==> src/hdl/msr_pkg.sv <==
// Shared types and constants for the masked signature resolver.
`default_nettype none

package msr_pkg;

   localparam int PATTERN_BYTES = 16;
   localparam int DISP_BYTES    = 4;
   localparam int BYTE_W        = 8;
   localparam int CSR_INDEX_W   = 3;
   localparam int CSR_DATA_W    = 64;
   localparam int OFFSET_W      = 32;
   localparam int ADDR_W        = 64;

   typedef enum logic [CSR_INDEX_W-1:0] {
      CSR_PATTERN_LOW   = 3'd0,
      CSR_PATTERN_HIGH  = 3'd1,
      CSR_BYTE_MASK     = 3'd2,
      CSR_PATTERN_LEN   = 3'd3,
      CSR_RESOLVE_MODE  = 3'd4,
      CSR_DISP_OFFSET   = 3'd5,
      CSR_NEXT_INSN_OFF = 3'd6,
      CSR_SCAN_BASE     = 3'd7
   } csr_index_type;

   typedef enum logic [1:0] {
      ST_RESOLVED   = 2'd0,
      ST_NOT_FOUND  = 2'd1,
      ST_NOT_UNIQUE = 2'd2,
      ST_PAST_END   = 2'd3
   } status_type;

   typedef struct packed {
      logic [63:0] pattern_low;
      logic [63:0] pattern_high;
      logic [15:0] byte_mask;
      logic [4:0]  pattern_length;
      logic        resolve_mode;
      logic [7:0]  displacement_offset;
      logic [7:0]  next_insn_offset;
      logic [63:0] scan_base;
   } cfg_type;

   // scan outcome handed to the resolve stages at region end
   typedef struct packed {
      logic        found;
      logic        multiple;
      logic [2:0]  held;
      logic [31:0] disp;
   } hit_info_type;

endpackage

`default_nettype wire

==> src/hdl/msr_if.sv <==
// Valid/ready channel interfaces for the byte input and the result output.
`default_nettype none

interface msr_req_if;
   logic       valid;
   logic       ready;
   logic [7:0] data_byte;
   logic       last_byte;

   modport source (output valid, output data_byte, output last_byte, input ready);
   modport sink (input valid, input data_byte, input last_byte, output ready);
endinterface

interface msr_rsp_if;
   logic        valid;
   logic        ready;
   logic        found;
   logic        unique_res;
   logic [31:0] match_offset;
   logic [63:0] target_address;
   logic [1:0]  status;

   modport source (output valid, output found, output unique_res, output match_offset,
                   output target_address, output status, input ready);
   modport sink (input valid, input found, input unique_res, input match_offset,
                 input target_address, input status, output ready);
endinterface

`default_nettype wire

==> src/hdl/masked_signature_resolver.sv <==
// Top level: configuration registers, tap alignment, byte scan and result resolution.
//
//   channel  | dir | handshake      | payload
//   req_bus  | in  | valid / ready  | data_byte, last_byte
//   rsp_bus  | out | valid / ready  | found, unique_res, match_offset, target_address, status
//   csr_*    | in  | csr_write_en   | csr_index, csr_write_data
//
// One byte per cycle sustained; after the transfer of the region's last byte, the result is
// registered in turn by the input register, window scan, base/offset add and final address add.
// Synchronous reset clears configuration and scan state; no clearing pass is needed.
// A stalled result only blocks the input when a further last byte meets full result
// stages; ordinary bytes keep flowing through the scan.
`default_nettype none

module masked_signature_resolver import msr_pkg::*; #(
   parameter int PATTERN_MAX   = 16,
   parameter int POSITION_BITS = 32
) (
   input  wire logic                   clock,
   input  wire logic                   reset,
   msr_req_if.sink                     req_bus,
   msr_rsp_if.source                   rsp_bus,
   input  wire logic                   csr_write_en,
   input  wire logic [CSR_INDEX_W-1:0] csr_index,
   input  wire logic [CSR_DATA_W-1:0]  csr_write_data
);

   localparam int LW = $clog2(PATTERN_MAX + 1);

   cfg_type cfg_ff, cfg_in;

   logic [PATTERN_MAX-1:0][BYTE_W-1:0] tap_pat;
   logic [PATTERN_MAX-1:0]             tap_care;
   logic [PATTERN_MAX-1:0]             tap_disp;
   logic [PATTERN_MAX-1:0][1:0]        tap_dsel;
   logic [2:0]                         hit_held;
   logic [LW-1:0]                      len_m1;
   logic                               len_nz;

   logic                     snap_valid;
   logic                     snap_ready;
   hit_info_type             snap_info;
   logic [POSITION_BITS-1:0] snap_offset;

   always_comb begin
      cfg_in = cfg_ff;
      if (csr_write_en) begin
         case (csr_index)
            CSR_PATTERN_LOW:   cfg_in.pattern_low         = csr_write_data;
            CSR_PATTERN_HIGH:  cfg_in.pattern_high        = csr_write_data;
            CSR_BYTE_MASK:     cfg_in.byte_mask           = csr_write_data[15:0];
            CSR_PATTERN_LEN:   cfg_in.pattern_length      = csr_write_data[4:0];
            CSR_RESOLVE_MODE:  cfg_in.resolve_mode        = csr_write_data[0];
            CSR_DISP_OFFSET:   cfg_in.displacement_offset = csr_write_data[7:0];
            CSR_NEXT_INSN_OFF: cfg_in.next_insn_offset    = csr_write_data[7:0];
            CSR_SCAN_BASE:     cfg_in.scan_base           = csr_write_data;
            default:           cfg_in = cfg_ff;
         endcase
      end
   end

   always_ff @(posedge clock) begin
      if (reset) begin
         cfg_ff <= '0;
      end else begin
         cfg_ff <= cfg_in;
      end
   end

   msr_align #(
      .PATTERN_MAX (PATTERN_MAX)
   ) u_align (
      .clock       (clock),
      .cfg         (cfg_ff),
      .tap_pat_ff  (tap_pat),
      .tap_care_ff (tap_care),
      .tap_disp_ff (tap_disp),
      .tap_dsel_ff (tap_dsel),
      .hit_held_ff (hit_held),
      .len_m1_ff   (len_m1),
      .len_nz_ff   (len_nz)
   );

   msr_scan #(
      .PATTERN_MAX   (PATTERN_MAX),
      .POSITION_BITS (POSITION_BITS)
   ) u_scan (
      .clock       (clock),
      .reset       (reset),
      .req_bus     (req_bus),
      .cfg         (cfg_ff),
      .tap_pat     (tap_pat),
      .tap_care    (tap_care),
      .tap_disp    (tap_disp),
      .tap_dsel    (tap_dsel),
      .hit_held    (hit_held),
      .len_m1      (len_m1),
      .len_nz      (len_nz),
      .snap_valid  (snap_valid),
      .snap_ready  (snap_ready),
      .snap_info   (snap_info),
      .snap_offset (snap_offset)
   );

   msr_resolve #(
      .POSITION_BITS (POSITION_BITS)
   ) u_resolve (
      .clock       (clock),
      .reset       (reset),
      .cfg         (cfg_ff),
      .snap_valid  (snap_valid),
      .snap_ready  (snap_ready),
      .snap_info   (snap_info),
      .snap_offset (snap_offset),
      .rsp_bus     (rsp_bus)
   );

endmodule

`default_nettype wire

==> src/hdl/msr_align.sv <==
// Per-tap pattern, care and displacement selects derived from configuration.
`default_nettype none

module msr_align import msr_pkg::*; #(
   parameter int  PATTERN_MAX = 16,
   localparam int LW          = $clog2(PATTERN_MAX + 1)
) (
   input  wire logic                          clock,
   input  wire cfg_type                       cfg,
   output logic [PATTERN_MAX-1:0][BYTE_W-1:0] tap_pat_ff,
   output logic [PATTERN_MAX-1:0]             tap_care_ff,
   output logic [PATTERN_MAX-1:0]             tap_disp_ff,
   output logic [PATTERN_MAX-1:0][1:0]        tap_dsel_ff,
   output logic [2:0]                         hit_held_ff,
   output logic [LW-1:0]                      len_m1_ff,
   output logic                               len_nz_ff
);

   logic [LW-1:0]                      len;
   logic [6:0]                         len_raw;
   logic [2*64-1:0]                    pat_all;
   logic [PATTERN_MAX-1:0][BYTE_W-1:0] tap_pat_in;
   logic [PATTERN_MAX-1:0]             tap_care_in;
   logic [PATTERN_MAX-1:0]             tap_disp_in;
   logic [PATTERN_MAX-1:0][1:0]        tap_dsel_in;
   logic [2:0]                         hit_held_in;
   logic [7:0]                         held_diff;

   assign len_raw = {2'b00, cfg.pattern_length};
   assign len     = (len_raw > 7'(PATTERN_MAX)) ? LW'(PATTERN_MAX) : LW'(cfg.pattern_length);
   assign pat_all = {cfg.pattern_high, cfg.pattern_low};

   // tap j holds the byte that lines up with pattern byte len-1-j
   always_comb begin
      logic [7:0] d;
      logic [7:0] kd;
      logic       in_pat;
      d  = '0;
      kd = '0;
      in_pat = 1'b0;
      for (int j = 0; j < PATTERN_MAX; j++) begin
         d      = 8'(len) - 8'(j) - 8'd1;
         in_pat = 8'(j) < 8'(len);
         tap_care_in[j] = in_pat && (d < 8'(PATTERN_BYTES)) && cfg.byte_mask[d[3:0]];
         tap_pat_in[j]  = pat_all[{d[3:0], 3'b000} +: BYTE_W];
         kd             = d - cfg.displacement_offset;
         tap_disp_in[j] = in_pat && (d >= cfg.displacement_offset) &&
                          (kd < 8'(DISP_BYTES));
         tap_dsel_in[j] = kd[1:0];
      end
   end

   // displacement bytes already inside the window at the match byte
   assign held_diff = 8'(len) - cfg.displacement_offset;
   always_comb begin
      if (8'(len) <= cfg.displacement_offset) begin
         hit_held_in = 3'd0;
      end else if (held_diff >= 8'(DISP_BYTES)) begin
         hit_held_in = 3'(DISP_BYTES);
      end else begin
         hit_held_in = held_diff[2:0];
      end
   end

   always_ff @(posedge clock) begin
      tap_pat_ff  <= tap_pat_in;
      tap_care_ff <= tap_care_in;
      tap_disp_ff <= tap_disp_in;
      tap_dsel_ff <= tap_dsel_in;
      hit_held_ff <= hit_held_in;
      len_m1_ff   <= len - LW'(1);
      len_nz_ff   <= len != '0;
   end

endmodule

`default_nettype wire

==> src/hdl/msr_scan.sv <==
// Input register, sliding window compare and first/second hit tracking.
`default_nettype none

module msr_scan import msr_pkg::*; #(
   parameter int  PATTERN_MAX   = 16,
   parameter int  POSITION_BITS = 32,
   localparam int LW            = $clog2(PATTERN_MAX + 1)
) (
   input  wire logic                          clock,
   input  wire logic                          reset,
   msr_req_if.sink                            req_bus,
   input  wire cfg_type                       cfg,
   input  wire logic [PATTERN_MAX-1:0][BYTE_W-1:0] tap_pat,
   input  wire logic [PATTERN_MAX-1:0]        tap_care,
   input  wire logic [PATTERN_MAX-1:0]        tap_disp,
   input  wire logic [PATTERN_MAX-1:0][1:0]   tap_dsel,
   input  wire logic [2:0]                    hit_held,
   input  wire logic [LW-1:0]                 len_m1,
   input  wire logic                          len_nz,
   output logic                               snap_valid,
   input  wire logic                          snap_ready,
   output hit_info_type                       snap_info,
   output logic [POSITION_BITS-1:0]           snap_offset
);

   localparam int TW = POSITION_BITS + 2;

   logic                     in_valid_ff, in_valid_in;
   logic [BYTE_W-1:0]        in_byte_ff, in_byte_in;
   logic                     in_last_ff, in_last_in;
   logic [BYTE_W-1:0]        win_ff [PATTERN_MAX];
   logic [BYTE_W-1:0]        win_in [PATTERN_MAX];
   logic [POSITION_BITS-1:0] pos_ff, pos_in, pos_upd;
   logic                     first_ff, first_in, first_upd;
   logic                     second_ff, second_in, second_upd;
   logic [POSITION_BITS-1:0] foff_ff, foff_in, foff_upd;
   logic [31:0]              disp_ff, disp_in, disp_upd, disp_hit, disp_str;
   logic [2:0]               held_ff, held_in, held_upd;
   logic                     snap_valid_ff, snap_valid_in;
   hit_info_type             snap_info_ff, snap_info_in;
   logic [POSITION_BITS-1:0] snap_offset_ff, snap_offset_in;

   logic                     scan_go;
   logic                     in_ready;
   logic [PATTERN_MAX-1:0]   mis;
   logic                     hit;
   logic                     stream_cap;
   logic [TW-1:0]            disp_pos;

   assign scan_go  = in_valid_ff && (!in_last_ff || !snap_valid_ff || snap_ready);
   assign in_ready = !in_valid_ff || scan_go;
   assign req_bus.ready = in_ready;

   always_comb begin
      in_valid_in = in_valid_ff;
      in_byte_in  = in_byte_ff;
      in_last_in  = in_last_ff;
      if (in_ready) begin
         in_valid_in = req_bus.valid;
         in_byte_in  = req_bus.data_byte;
         in_last_in  = req_bus.last_byte;
      end
   end

   // window after shifting in the current byte
   always_comb begin
      win_in[0] = in_byte_ff;
      for (int j = 1; j < PATTERN_MAX; j++) begin
         win_in[j] = win_ff[j-1];
      end
   end

   always_comb begin
      for (int j = 0; j < PATTERN_MAX; j++) begin
         mis[j] = tap_care[j] && (win_in[j] != tap_pat[j]);
      end
   end

   assign hit = !(|mis) && len_nz && (pos_ff >= POSITION_BITS'(len_m1)) && !second_ff;

   // displacement bytes that are already in the window at the first hit
   always_comb begin
      disp_hit = '0;
      for (int k = 0; k < DISP_BYTES; k++) begin
         for (int j = 0; j < PATTERN_MAX; j++) begin
            if (tap_disp[j] && (tap_dsel[j] == 2'(k))) begin
               disp_hit[BYTE_W*k +: BYTE_W] = disp_hit[BYTE_W*k +: BYTE_W] | win_in[j];
            end
         end
      end
   end

   // later displacement bytes arrive one per transfer
   assign disp_pos   = TW'(foff_ff) + TW'(cfg.displacement_offset) + TW'(held_ff);
   assign stream_cap = first_ff && !held_ff[2] && ({2'b00, pos_ff} == disp_pos);

   always_comb begin
      disp_str = disp_ff;
      disp_str[{held_ff[1:0], 3'b000} +: BYTE_W] = in_byte_ff;
   end

   always_comb begin
      first_upd  = first_ff | hit;
      second_upd = second_ff | (hit & first_ff);
      foff_upd   = foff_ff;
      disp_upd   = disp_ff;
      held_upd   = held_ff;
      if (first_ff) begin
         if (stream_cap) begin
            disp_upd = disp_str;
            held_upd = held_ff + 3'd1;
         end
      end else if (hit) begin
         foff_upd = pos_ff - POSITION_BITS'(len_m1);
         disp_upd = disp_hit;
         held_upd = hit_held;
      end
      pos_upd = (&pos_ff) ? pos_ff : pos_ff + POSITION_BITS'(1);
   end

   always_comb begin
      pos_in    = pos_ff;
      first_in  = first_ff;
      second_in = second_ff;
      foff_in   = foff_ff;
      disp_in   = disp_ff;
      held_in   = held_ff;
      snap_info_in   = snap_info_ff;
      snap_offset_in = snap_offset_ff;
      snap_valid_in  = snap_valid_ff && !snap_ready;
      if (scan_go) begin
         if (in_last_ff) begin
            // region end: hand off the outcome and start a fresh scan
            snap_valid_in         = 1'b1;
            snap_info_in.found    = first_upd;
            snap_info_in.multiple = second_upd;
            snap_info_in.held     = held_upd;
            snap_info_in.disp     = disp_upd;
            snap_offset_in        = foff_upd;
            pos_in    = '0;
            first_in  = 1'b0;
            second_in = 1'b0;
            foff_in   = '0;
            disp_in   = '0;
            held_in   = '0;
         end else begin
            pos_in    = pos_upd;
            first_in  = first_upd;
            second_in = second_upd;
            foff_in   = foff_upd;
            disp_in   = disp_upd;
            held_in   = held_upd;
         end
      end
   end

   always_ff @(posedge clock) begin
      if (reset) begin
         in_valid_ff   <= 1'b0;
         pos_ff        <= '0;
         first_ff      <= 1'b0;
         second_ff     <= 1'b0;
         foff_ff       <= '0;
         disp_ff       <= '0;
         held_ff       <= '0;
         snap_valid_ff <= 1'b0;
      end else begin
         in_valid_ff   <= in_valid_in;
         pos_ff        <= pos_in;
         first_ff      <= first_in;
         second_ff     <= second_in;
         foff_ff       <= foff_in;
         disp_ff       <= disp_in;
         held_ff       <= held_in;
         snap_valid_ff <= snap_valid_in;
      end
   end

   always_ff @(posedge clock) begin
      in_byte_ff     <= in_byte_in;
      in_last_ff     <= in_last_in;
      snap_info_ff   <= snap_info_in;
      snap_offset_ff <= snap_offset_in;
      if (scan_go) begin
         win_ff <= win_in;
      end
   end

   assign snap_valid  = snap_valid_ff;
   assign snap_info   = snap_info_ff;
   assign snap_offset = snap_offset_ff;

`ifndef ASSERT_OFF
   a_second_needs_first: assert property (@(posedge clock) disable iff (reset)
      second_ff |-> first_ff)
      else $error("second hit recorded without a first hit");

   a_idle_no_disp: assert property (@(posedge clock) disable iff (reset)
      !first_ff |-> (held_ff == 3'd0 && disp_ff == '0 && foff_ff == '0))
      else $error("displacement state set before any hit");

   a_held_limit: assert property (@(posedge clock) disable iff (reset)
      held_ff <= 3'(DISP_BYTES))
      else $error("too many displacement bytes held");

   a_region_clear: assert property (@(posedge clock) disable iff (reset)
      (scan_go && in_last_ff) |=> (pos_ff == '0 && !first_ff && snap_valid_ff))
      else $error("scan state not cleared at region end");
`endif

endmodule

`default_nettype wire

==> src/hdl/msr_resolve.sv <==
// Status decode and address resolution, two register stages to the result channel.
`default_nettype none

module msr_resolve import msr_pkg::*; #(
   parameter int POSITION_BITS = 32
) (
   input  wire logic                     clock,
   input  wire logic                     reset,
   input  wire cfg_type                  cfg,
   input  wire logic                     snap_valid,
   output logic                          snap_ready,
   input  wire hit_info_type             snap_info,
   input  wire logic [POSITION_BITS-1:0] snap_offset,
   msr_rsp_if.source                     rsp_bus
);

   logic                t_valid_ff, t_valid_in;
   logic                t_found_ff;
   logic                t_unique_ff;
   logic [OFFSET_W-1:0] t_off_ff;
   status_type          t_status_ff, t_status_in;
   logic [ADDR_W-1:0]   t_base_ff, t_rel_ff;

   logic                o_valid_ff, o_valid_in;
   logic                o_found_ff;
   logic                o_unique_ff;
   logic [OFFSET_W-1:0] o_off_ff;
   status_type          o_status_ff;
   logic [ADDR_W-1:0]   o_addr_ff, o_addr_in;

   logic o_ready;
   logic t_ready;

   assign o_ready    = !o_valid_ff || rsp_bus.ready;
   assign t_ready    = !t_valid_ff || o_ready;
   assign snap_ready = t_ready;

   always_comb begin
      if (!snap_info.found) begin
         t_status_in = ST_NOT_FOUND;
      end else if (snap_info.multiple) begin
         t_status_in = ST_NOT_UNIQUE;
      end else if (cfg.resolve_mode && !snap_info.held[2]) begin
         t_status_in = ST_PAST_END;
      end else begin
         t_status_in = ST_RESOLVED;
      end
   end

   assign t_valid_in = t_ready ? snap_valid : t_valid_ff;
   assign o_valid_in = o_ready ? t_valid_ff : o_valid_ff;
   assign o_addr_in  = (t_status_ff == ST_RESOLVED) ? t_base_ff + t_rel_ff : '0;

   always_ff @(posedge clock) begin
      if (reset) begin
         t_valid_ff <= 1'b0;
         o_valid_ff <= 1'b0;
      end else begin
         t_valid_ff <= t_valid_in;
         o_valid_ff <= o_valid_in;
      end
   end

   always_ff @(posedge clock) begin
      if (t_ready) begin
         t_found_ff  <= snap_info.found;
         t_unique_ff <= snap_info.found && !snap_info.multiple;
         t_off_ff    <= OFFSET_W'(snap_offset);
         t_status_ff <= t_status_in;
         t_base_ff   <= cfg.scan_base + ADDR_W'(snap_offset);
         // data-reference mode adds next-insn offset and sign-extended displacement
         t_rel_ff    <= cfg.resolve_mode ?
                        ADDR_W'(cfg.next_insn_offset) + {{32{snap_info.disp[31]}},
                        snap_info.disp} : '0;
      end
      if (o_ready) begin
         o_found_ff  <= t_found_ff;
         o_unique_ff <= t_unique_ff;
         o_off_ff    <= t_off_ff;
         o_status_ff <= t_status_ff;
         o_addr_ff   <= o_addr_in;
      end
   end

   assign rsp_bus.valid          = o_valid_ff;
   assign rsp_bus.found          = o_found_ff;
   assign rsp_bus.unique_res     = o_unique_ff;
   assign rsp_bus.match_offset   = o_off_ff;
   assign rsp_bus.target_address = o_addr_ff;
   assign rsp_bus.status         = o_status_ff;

`ifndef ASSERT_OFF
   a_resolved_is_unique: assert property (@(posedge clock) disable iff (reset)
      (o_valid_ff && o_status_ff == ST_RESOLVED) |-> (o_found_ff && o_unique_ff))
      else $error("resolved result without a unique hit");

   a_fail_zero_addr: assert property (@(posedge clock) disable iff (reset)
      (o_valid_ff && o_status_ff != ST_RESOLVED) |-> (o_addr_ff == '0))
      else $error("failed result carries a nonzero address");

   a_not_found_clean: assert property (@(posedge clock) disable iff (reset)
      (o_valid_ff && !o_found_ff) |-> (o_off_ff == '0 && !o_unique_ff &&
                                       o_status_ff == ST_NOT_FOUND))
      else $error("not-found result has stale fields");
`endif

endmodule

`default_nettype wire
==> src/flat_wrapper.sv <==
// flat-port wrapper written by rule: the top's interface ports become plain ports
module masked_signature_resolver_flat import msr_pkg::*;
#(
   parameter int PATTERN_MAX   = 16,
   parameter int POSITION_BITS = 32
)
  (clock, reset, csr_write_en, csr_index, csr_write_data, req_bus_valid, req_bus_data_byte, req_bus_last_byte, req_bus_ready, rsp_bus_valid, rsp_bus_found, rsp_bus_unique_res, rsp_bus_match_offset, rsp_bus_target_address, rsp_bus_status, rsp_bus_ready);
  msr_req_if req_bus_i ();
  msr_rsp_if rsp_bus_i ();
  input  wire logic clock;
  input  wire logic reset;
  input  wire logic csr_write_en;
  input  wire logic [CSR_INDEX_W-1:0] csr_index;
  input  wire logic [CSR_DATA_W-1:0] csr_write_data;
  input wire logic [$bits(req_bus_i.valid)-1:0] req_bus_valid;
  input wire logic [$bits(req_bus_i.data_byte)-1:0] req_bus_data_byte;
  input wire logic [$bits(req_bus_i.last_byte)-1:0] req_bus_last_byte;
  output wire logic [$bits(req_bus_i.ready)-1:0] req_bus_ready;
  output wire logic [$bits(rsp_bus_i.valid)-1:0] rsp_bus_valid;
  output wire logic [$bits(rsp_bus_i.found)-1:0] rsp_bus_found;
  output wire logic [$bits(rsp_bus_i.unique_res)-1:0] rsp_bus_unique_res;
  output wire logic [$bits(rsp_bus_i.match_offset)-1:0] rsp_bus_match_offset;
  output wire logic [$bits(rsp_bus_i.target_address)-1:0] rsp_bus_target_address;
  output wire logic [$bits(rsp_bus_i.status)-1:0] rsp_bus_status;
  input wire logic [$bits(rsp_bus_i.ready)-1:0] rsp_bus_ready;
  assign req_bus_i.valid = req_bus_valid;
  assign req_bus_i.data_byte = req_bus_data_byte;
  assign req_bus_i.last_byte = req_bus_last_byte;
  assign req_bus_ready = req_bus_i.ready;
  assign rsp_bus_valid = rsp_bus_i.valid;
  assign rsp_bus_found = rsp_bus_i.found;
  assign rsp_bus_unique_res = rsp_bus_i.unique_res;
  assign rsp_bus_match_offset = rsp_bus_i.match_offset;
  assign rsp_bus_target_address = rsp_bus_i.target_address;
  assign rsp_bus_status = rsp_bus_i.status;
  assign rsp_bus_i.ready = rsp_bus_ready;
  masked_signature_resolver #(.PATTERN_MAX(PATTERN_MAX), .POSITION_BITS(POSITION_BITS)) u_core (.clock(clock), .reset(reset), .req_bus(req_bus_i), .rsp_bus(rsp_bus_i), .csr_write_en(csr_write_en), .csr_index(csr_index), .csr_write_data(csr_write_data));
endmodule
==> config.mk <==
export PLATFORM = sky130hd
export DESIGN_NAME = masked_signature_resolver_flat
export DESIGN_NICKNAME = d
export VERILOG_FILES = /design/src/hdl/msr_pkg.sv /design/src/hdl/msr_if.sv /design/src/hdl/masked_signature_resolver.sv /design/src/hdl/msr_align.sv /design/src/hdl/msr_scan.sv /design/src/hdl/msr_resolve.sv /design/src/flat_wrapper.sv
export SDC_FILE = /design/constraint.sdc
export NUM_CORES = 2
export LEC_CHECK = 0
export BUFFER_PORTS_ARGS = -buffer_cell sky130_fd_sc_hd__buf_2
export CAP_MARGIN = 10
export CORE_ASPECT_RATIO = 1.4
export CORE_UTILIZATION = 35
export CTS_CLUSTER_DIAMETER = 80
export DETAILED_ROUTE_END_ITERATION = 8
export PLACE_DENSITY = 0.54
export SLEW_MARGIN = 20
export SYNTH_ARGS = -nofsm -noshare
export SYNTH_HDL_FRONTEND = slang
export SYNTH_SLANG_ARGS = --single-unit
==> constraint.sdc <==
create_clock -name clock -period 7.8 [get_ports clock]
set_clock_uncertainty 0.05 [all_clocks]
set_input_delay 0.78 -clock clock [delete_from_list [all_inputs] [get_ports clock]]
set_output_delay 0.78 -clock clock [all_outputs]
set_load 0.05 [all_outputs]
==> key figures <==
Routing
  • Residual antenna-violating net count after detailed routing: 0
  • Post-detailed-route via-to-cell ratio: just under 6
  • Number of remaining DRC errors: 0
  • Count of TritonRoute iterations in the first routing pass: 5
  • Count of routing violations after the opening detailed-route iteration: 4,107
  • Total wirelength of the detailed-routed design: about 230,000 um
  • Total vias in the final route: about 47,000
  • Average wire per standard cell: between 20 and 30 um

Floorplan
  • Cell Rows: between 150 and 200
  • Die Height: between 400 and 500 um
  • Core region area: about 160,000 um^2
  • Die footprint: approximately 160,000 um^2
  • Die span in x: 339 um
  • Top-Level Pins: ~180
  • Effective utilization at floorplan: a little over a third

STA
  • Period utilisation layout: roughly 70%
  • Post-route minimum period: ~5.5 ns
  • Setup repair after global routing missed its margin: false
  • Slew @ Worst Pin: approximately 1.2 ns
  • Final number of max-transition violations: 0
  • Rel. slew slack: between 20 and 25%
  • Total of endpoints with negative setup slack in the final report: 0
  • Setup slack of the critical path after layout: around 2.3 ns
  • Highest Clock Rate: 0.183 GHz
  • Setup_tns: 0 ns
  • Number of endpoints with negative hold slack in the final report: 0

Yosys
  • Synth cell types: 99
  • Top-area cell type share of the netlist area: a little under a quarter
  • Net count of the mapped netlist: roughly 6,100
  • Leading cell type by number of instances after synthesis: sky130_fd_sc_hd__nand2_1
  • Synthesized instance count: about 5,800
  • Proportion of synthesized flip-flops having asynchronous set or reset: 0%
  • Syn_area_per_cell: slightly below 10 um^2
  • Area contributors post-synth: sky130_fd_sc_hd__edfxtp_1 (23%), sky130_fd_sc_hd__dfxtp_1 (18%), sky130_fd_sc_hd__mux2i_1 (7.8%)
  • Number of enable-type register cells in the synthesized netlist: ~430
  • Cell Area, Synth: approximately 55,000 um^2
  • Number of register bits inferred by synthesis: 939
  • Synth area leader: sky130_fd_sc_hd__edfxtp_1
  • Cell types with the highest counts after synthesis: sky130_fd_sc_hd__nand2_1 (773), sky130_fd_sc_hd__dfxtp_1 (510), sky130_fd_sc_hd__a21oi_1 (441), sky130_fd_sc_hd__mux2i_1 (435), sky130_fd_sc_hd__edfxtp_1 (429)
  • Sequential element share of the synthesized area: 41.6%
  • Number of warning messages in the yosys log: 0
  • Most frequently used flop master after synthesis: sky130_fd_sc_hd__dfxtp_1

CTS
  • Register clock-pin slew on the reported worst setup and hold paths: approximately 0.060 ns
  • CTS tree: done
  • Num CTS Buffers: 99
  • Post-CTS Setup Inserts: 0
  • Clock H-tree levels: 3
  • Hold buffer count at cts: 0
  • Number of sinks driven by the clock tree: about 940
  • Post-CTS Resized: 0
  • Maximum count of clock buffers along a single path: 3
  • Root Buffer: sky130_fd_sc_hd__clkbuf_16
  • Clock latency reported for the late side of the worst-skew pair: 0.77 ns

Min path
  • Tightest Hold Check Type: in2reg

Global routing
  • Overflow after GRT: 0
  • Via count of the first global-routing pass: about 45,000
  • Maximum number of pins on one net before global-route repair: between 100 and 150
  • Overall fraction of global-route tracks in use: between 20% and 30%
  • First-pass GRT wire length: ~330,000 um
  • Number of antenna violations at the first check in global routing: 15

Worst setup path
  • Delay contributed by the slowest stage of the critical path: 0.72 ns
  • Arrival time reported for the critical path endpoint: roughly 6.1 ns
  • Worst-path cell with the longest stage delay: sky130_fd_sc_hd__and2_1
  • Startpoint type of the worst setup path: flop
  • CP required: 8.38 ns
  • Type of destination of the critical path: flop
  • Crit Path Category: reg2reg
  • CP max FO: 17
  • Cells along the critical path: inv_1 > fa_1 > inv_1 > ha_1 > fa_1 > a21o_1 > a22oi_2 > a211oi_1 > or4b_1 > a221oi_2 > nand4_2 > nor4_4 > and2_1 > a32oi_1 > o21ai_0

Power
  • Peak supply drop: about 0.16 mV
  • Pleak: approximately 0.024 uW
  • Power density of the placed cells: 183 nW/um^2

Final layout
  • Number of nets in the layout: between 6,000 and 7,000
  • Core occupancy in the finished layout: between 30% and 40%
  • Signed area change from the synthesized netlist to the final layout: 11.6%
  • Ratio of cells with drive above 1 in the final layout: about a tenth

Placement
  • Post-place setup slack: around 2.4 ns
  • Weighted congestion at the end of routability-driven global placement: slightly above 1
  • Total half-perimeter wirelength after legalization and detailed placement: roughly 180,000 um
  • Buffers added on ports: between 150 and 200

Status
  • Status: complete, no violations

Run
  • Number of max-cap violations: 0
==> per-layer routing <==
metal	wire length, um	up-vias	share of wire (%)	GRT usage [%]
li1	-	21200	-	-
met1	90800	22900	39	32.9
met2	113000	1863	48	49.0
met3	12600	540	5.4	3.44
met4	16600	8	7.1	18.4
met5	56	-	0.024	0.0302
==> state kept, by name, summed over array words and instances (netlist names), 2 cells and up <==
register,cells
u_core.u_resolve.t_off_ff,32
u_core.u_scan.disp_ff,32
u_core.u_scan.foff_ff,32
u_core.u_align.tap_disp_ff,16
u_core.u_align.tap_care_ff,16
u_core.cfg_ff,230
u_core.u_scan.snap_offset,32
u_core.u_resolve.t_rel_ff,33
u_core.u_scan.in_byte_ff,8
u_core.u_resolve.rsp_bus.match_offset,32
u_core.u_resolve.rsp_bus.target_address,64
u_core.u_resolve.t_base_ff,64
u_core.u_scan.win_ff,120
u_core.u_scan.pos_ff,32
u_core.u_align.tap_pat_ff,128
u_core.u_scan.snap_info,35
u_core.u_resolve.rsp_bus.status,2
u_core.u_align.hit_held_ff,3
u_core.u_align.tap_dsel_ff,6
u_core.u_scan.held_ff,3
u_core.u_resolve.t_status_ff,2
u_core.u_align.len_m1_ff,5
==> worst paths after layout <==
kind                                  from                                        end  slack [ns]  depth (start not counted)
max               u_core.u_scan.held_ff[0]                  u_core.u_scan.disp_ff[16]        2.33                         15
min                   req_bus_data_byte[1]                u_core.u_scan.in_byte_ff[1]        0.16                          1
max reg2reg       u_core.u_scan.held_ff[0]                  u_core.u_scan.disp_ff[16]        2.33                         15
min reg2reg  u_core.u_resolve.t_off_ff[30]  u_core.u_resolve.rsp_bus.match_offset[30]        0.37                          0
==> cell families (layout without fill, tap and decap cells) <==
kind of cell	count (synthesis)	count (layout)	share of synthesized area, %
and+or+nand+nor	1806	1806	15.3
AOI/OAI and AO/OA	1329	1329	15.7
DFF	939	939	41.6
muxes	509	509	10.8
buffers and inverters	465	591	3.29
xor gates and xnor gates	449	449	7.09
adders and majority gates	266	266	6.17
other	0	10	0
==> through the flow <==
stage	hold slack, ns	cell area, um^2	cells	total power [uW]
global route	0.156	61900	7978	11700
global placement	0.353	58400	7788	6370
detailed placement	0.355	58500	7788	6370
CTS	0.123	61900	7976	11400
floorplan	0.350	55500	5763	6020
finish	0.157	61900	7987	11400
==> layout by cell type (no fill, tap or decap), drive strengths merged, types with 223 or more instances in the layout <==
master  instances
a21oi         441
o21ai         223
nor2          344
edfxtp        429
mux2i         435
ha            253
dfxtp         510
buf           260
nand2         774
xnor2         316
==> final cells by class <==
type	instances	area (um^2)
Antenna cell	10	25.0
Fill cell	15500	95200
Inverter	142	541
Clock buffer	140	2810
Tap cell	2088	2610
Multi-Input combinational cell	4359	30700
Timing Repair Buffer	261	1530
Sequential cell	939	23100
Clock inverter	48	624
==> power breakdown <==
group / total (uW) / internal [uW] / switching [uW]
sequential: 5300 / 5220 / 77.8
clock: 5080 / 2850 / 2230
combinational: 983 / 322 / 661
==> critical path: cells and delay by family, from the launching register on <==
kind	cells	cell delay, ns
AOI/OAI and AO/OA	6	1.61
DFF	1	0.58
and+or+nand+nor	4	1.91
buffers and inverters	2	0.34
adders and majority gates	3	0.88
(Power assumes the default switching activity.)
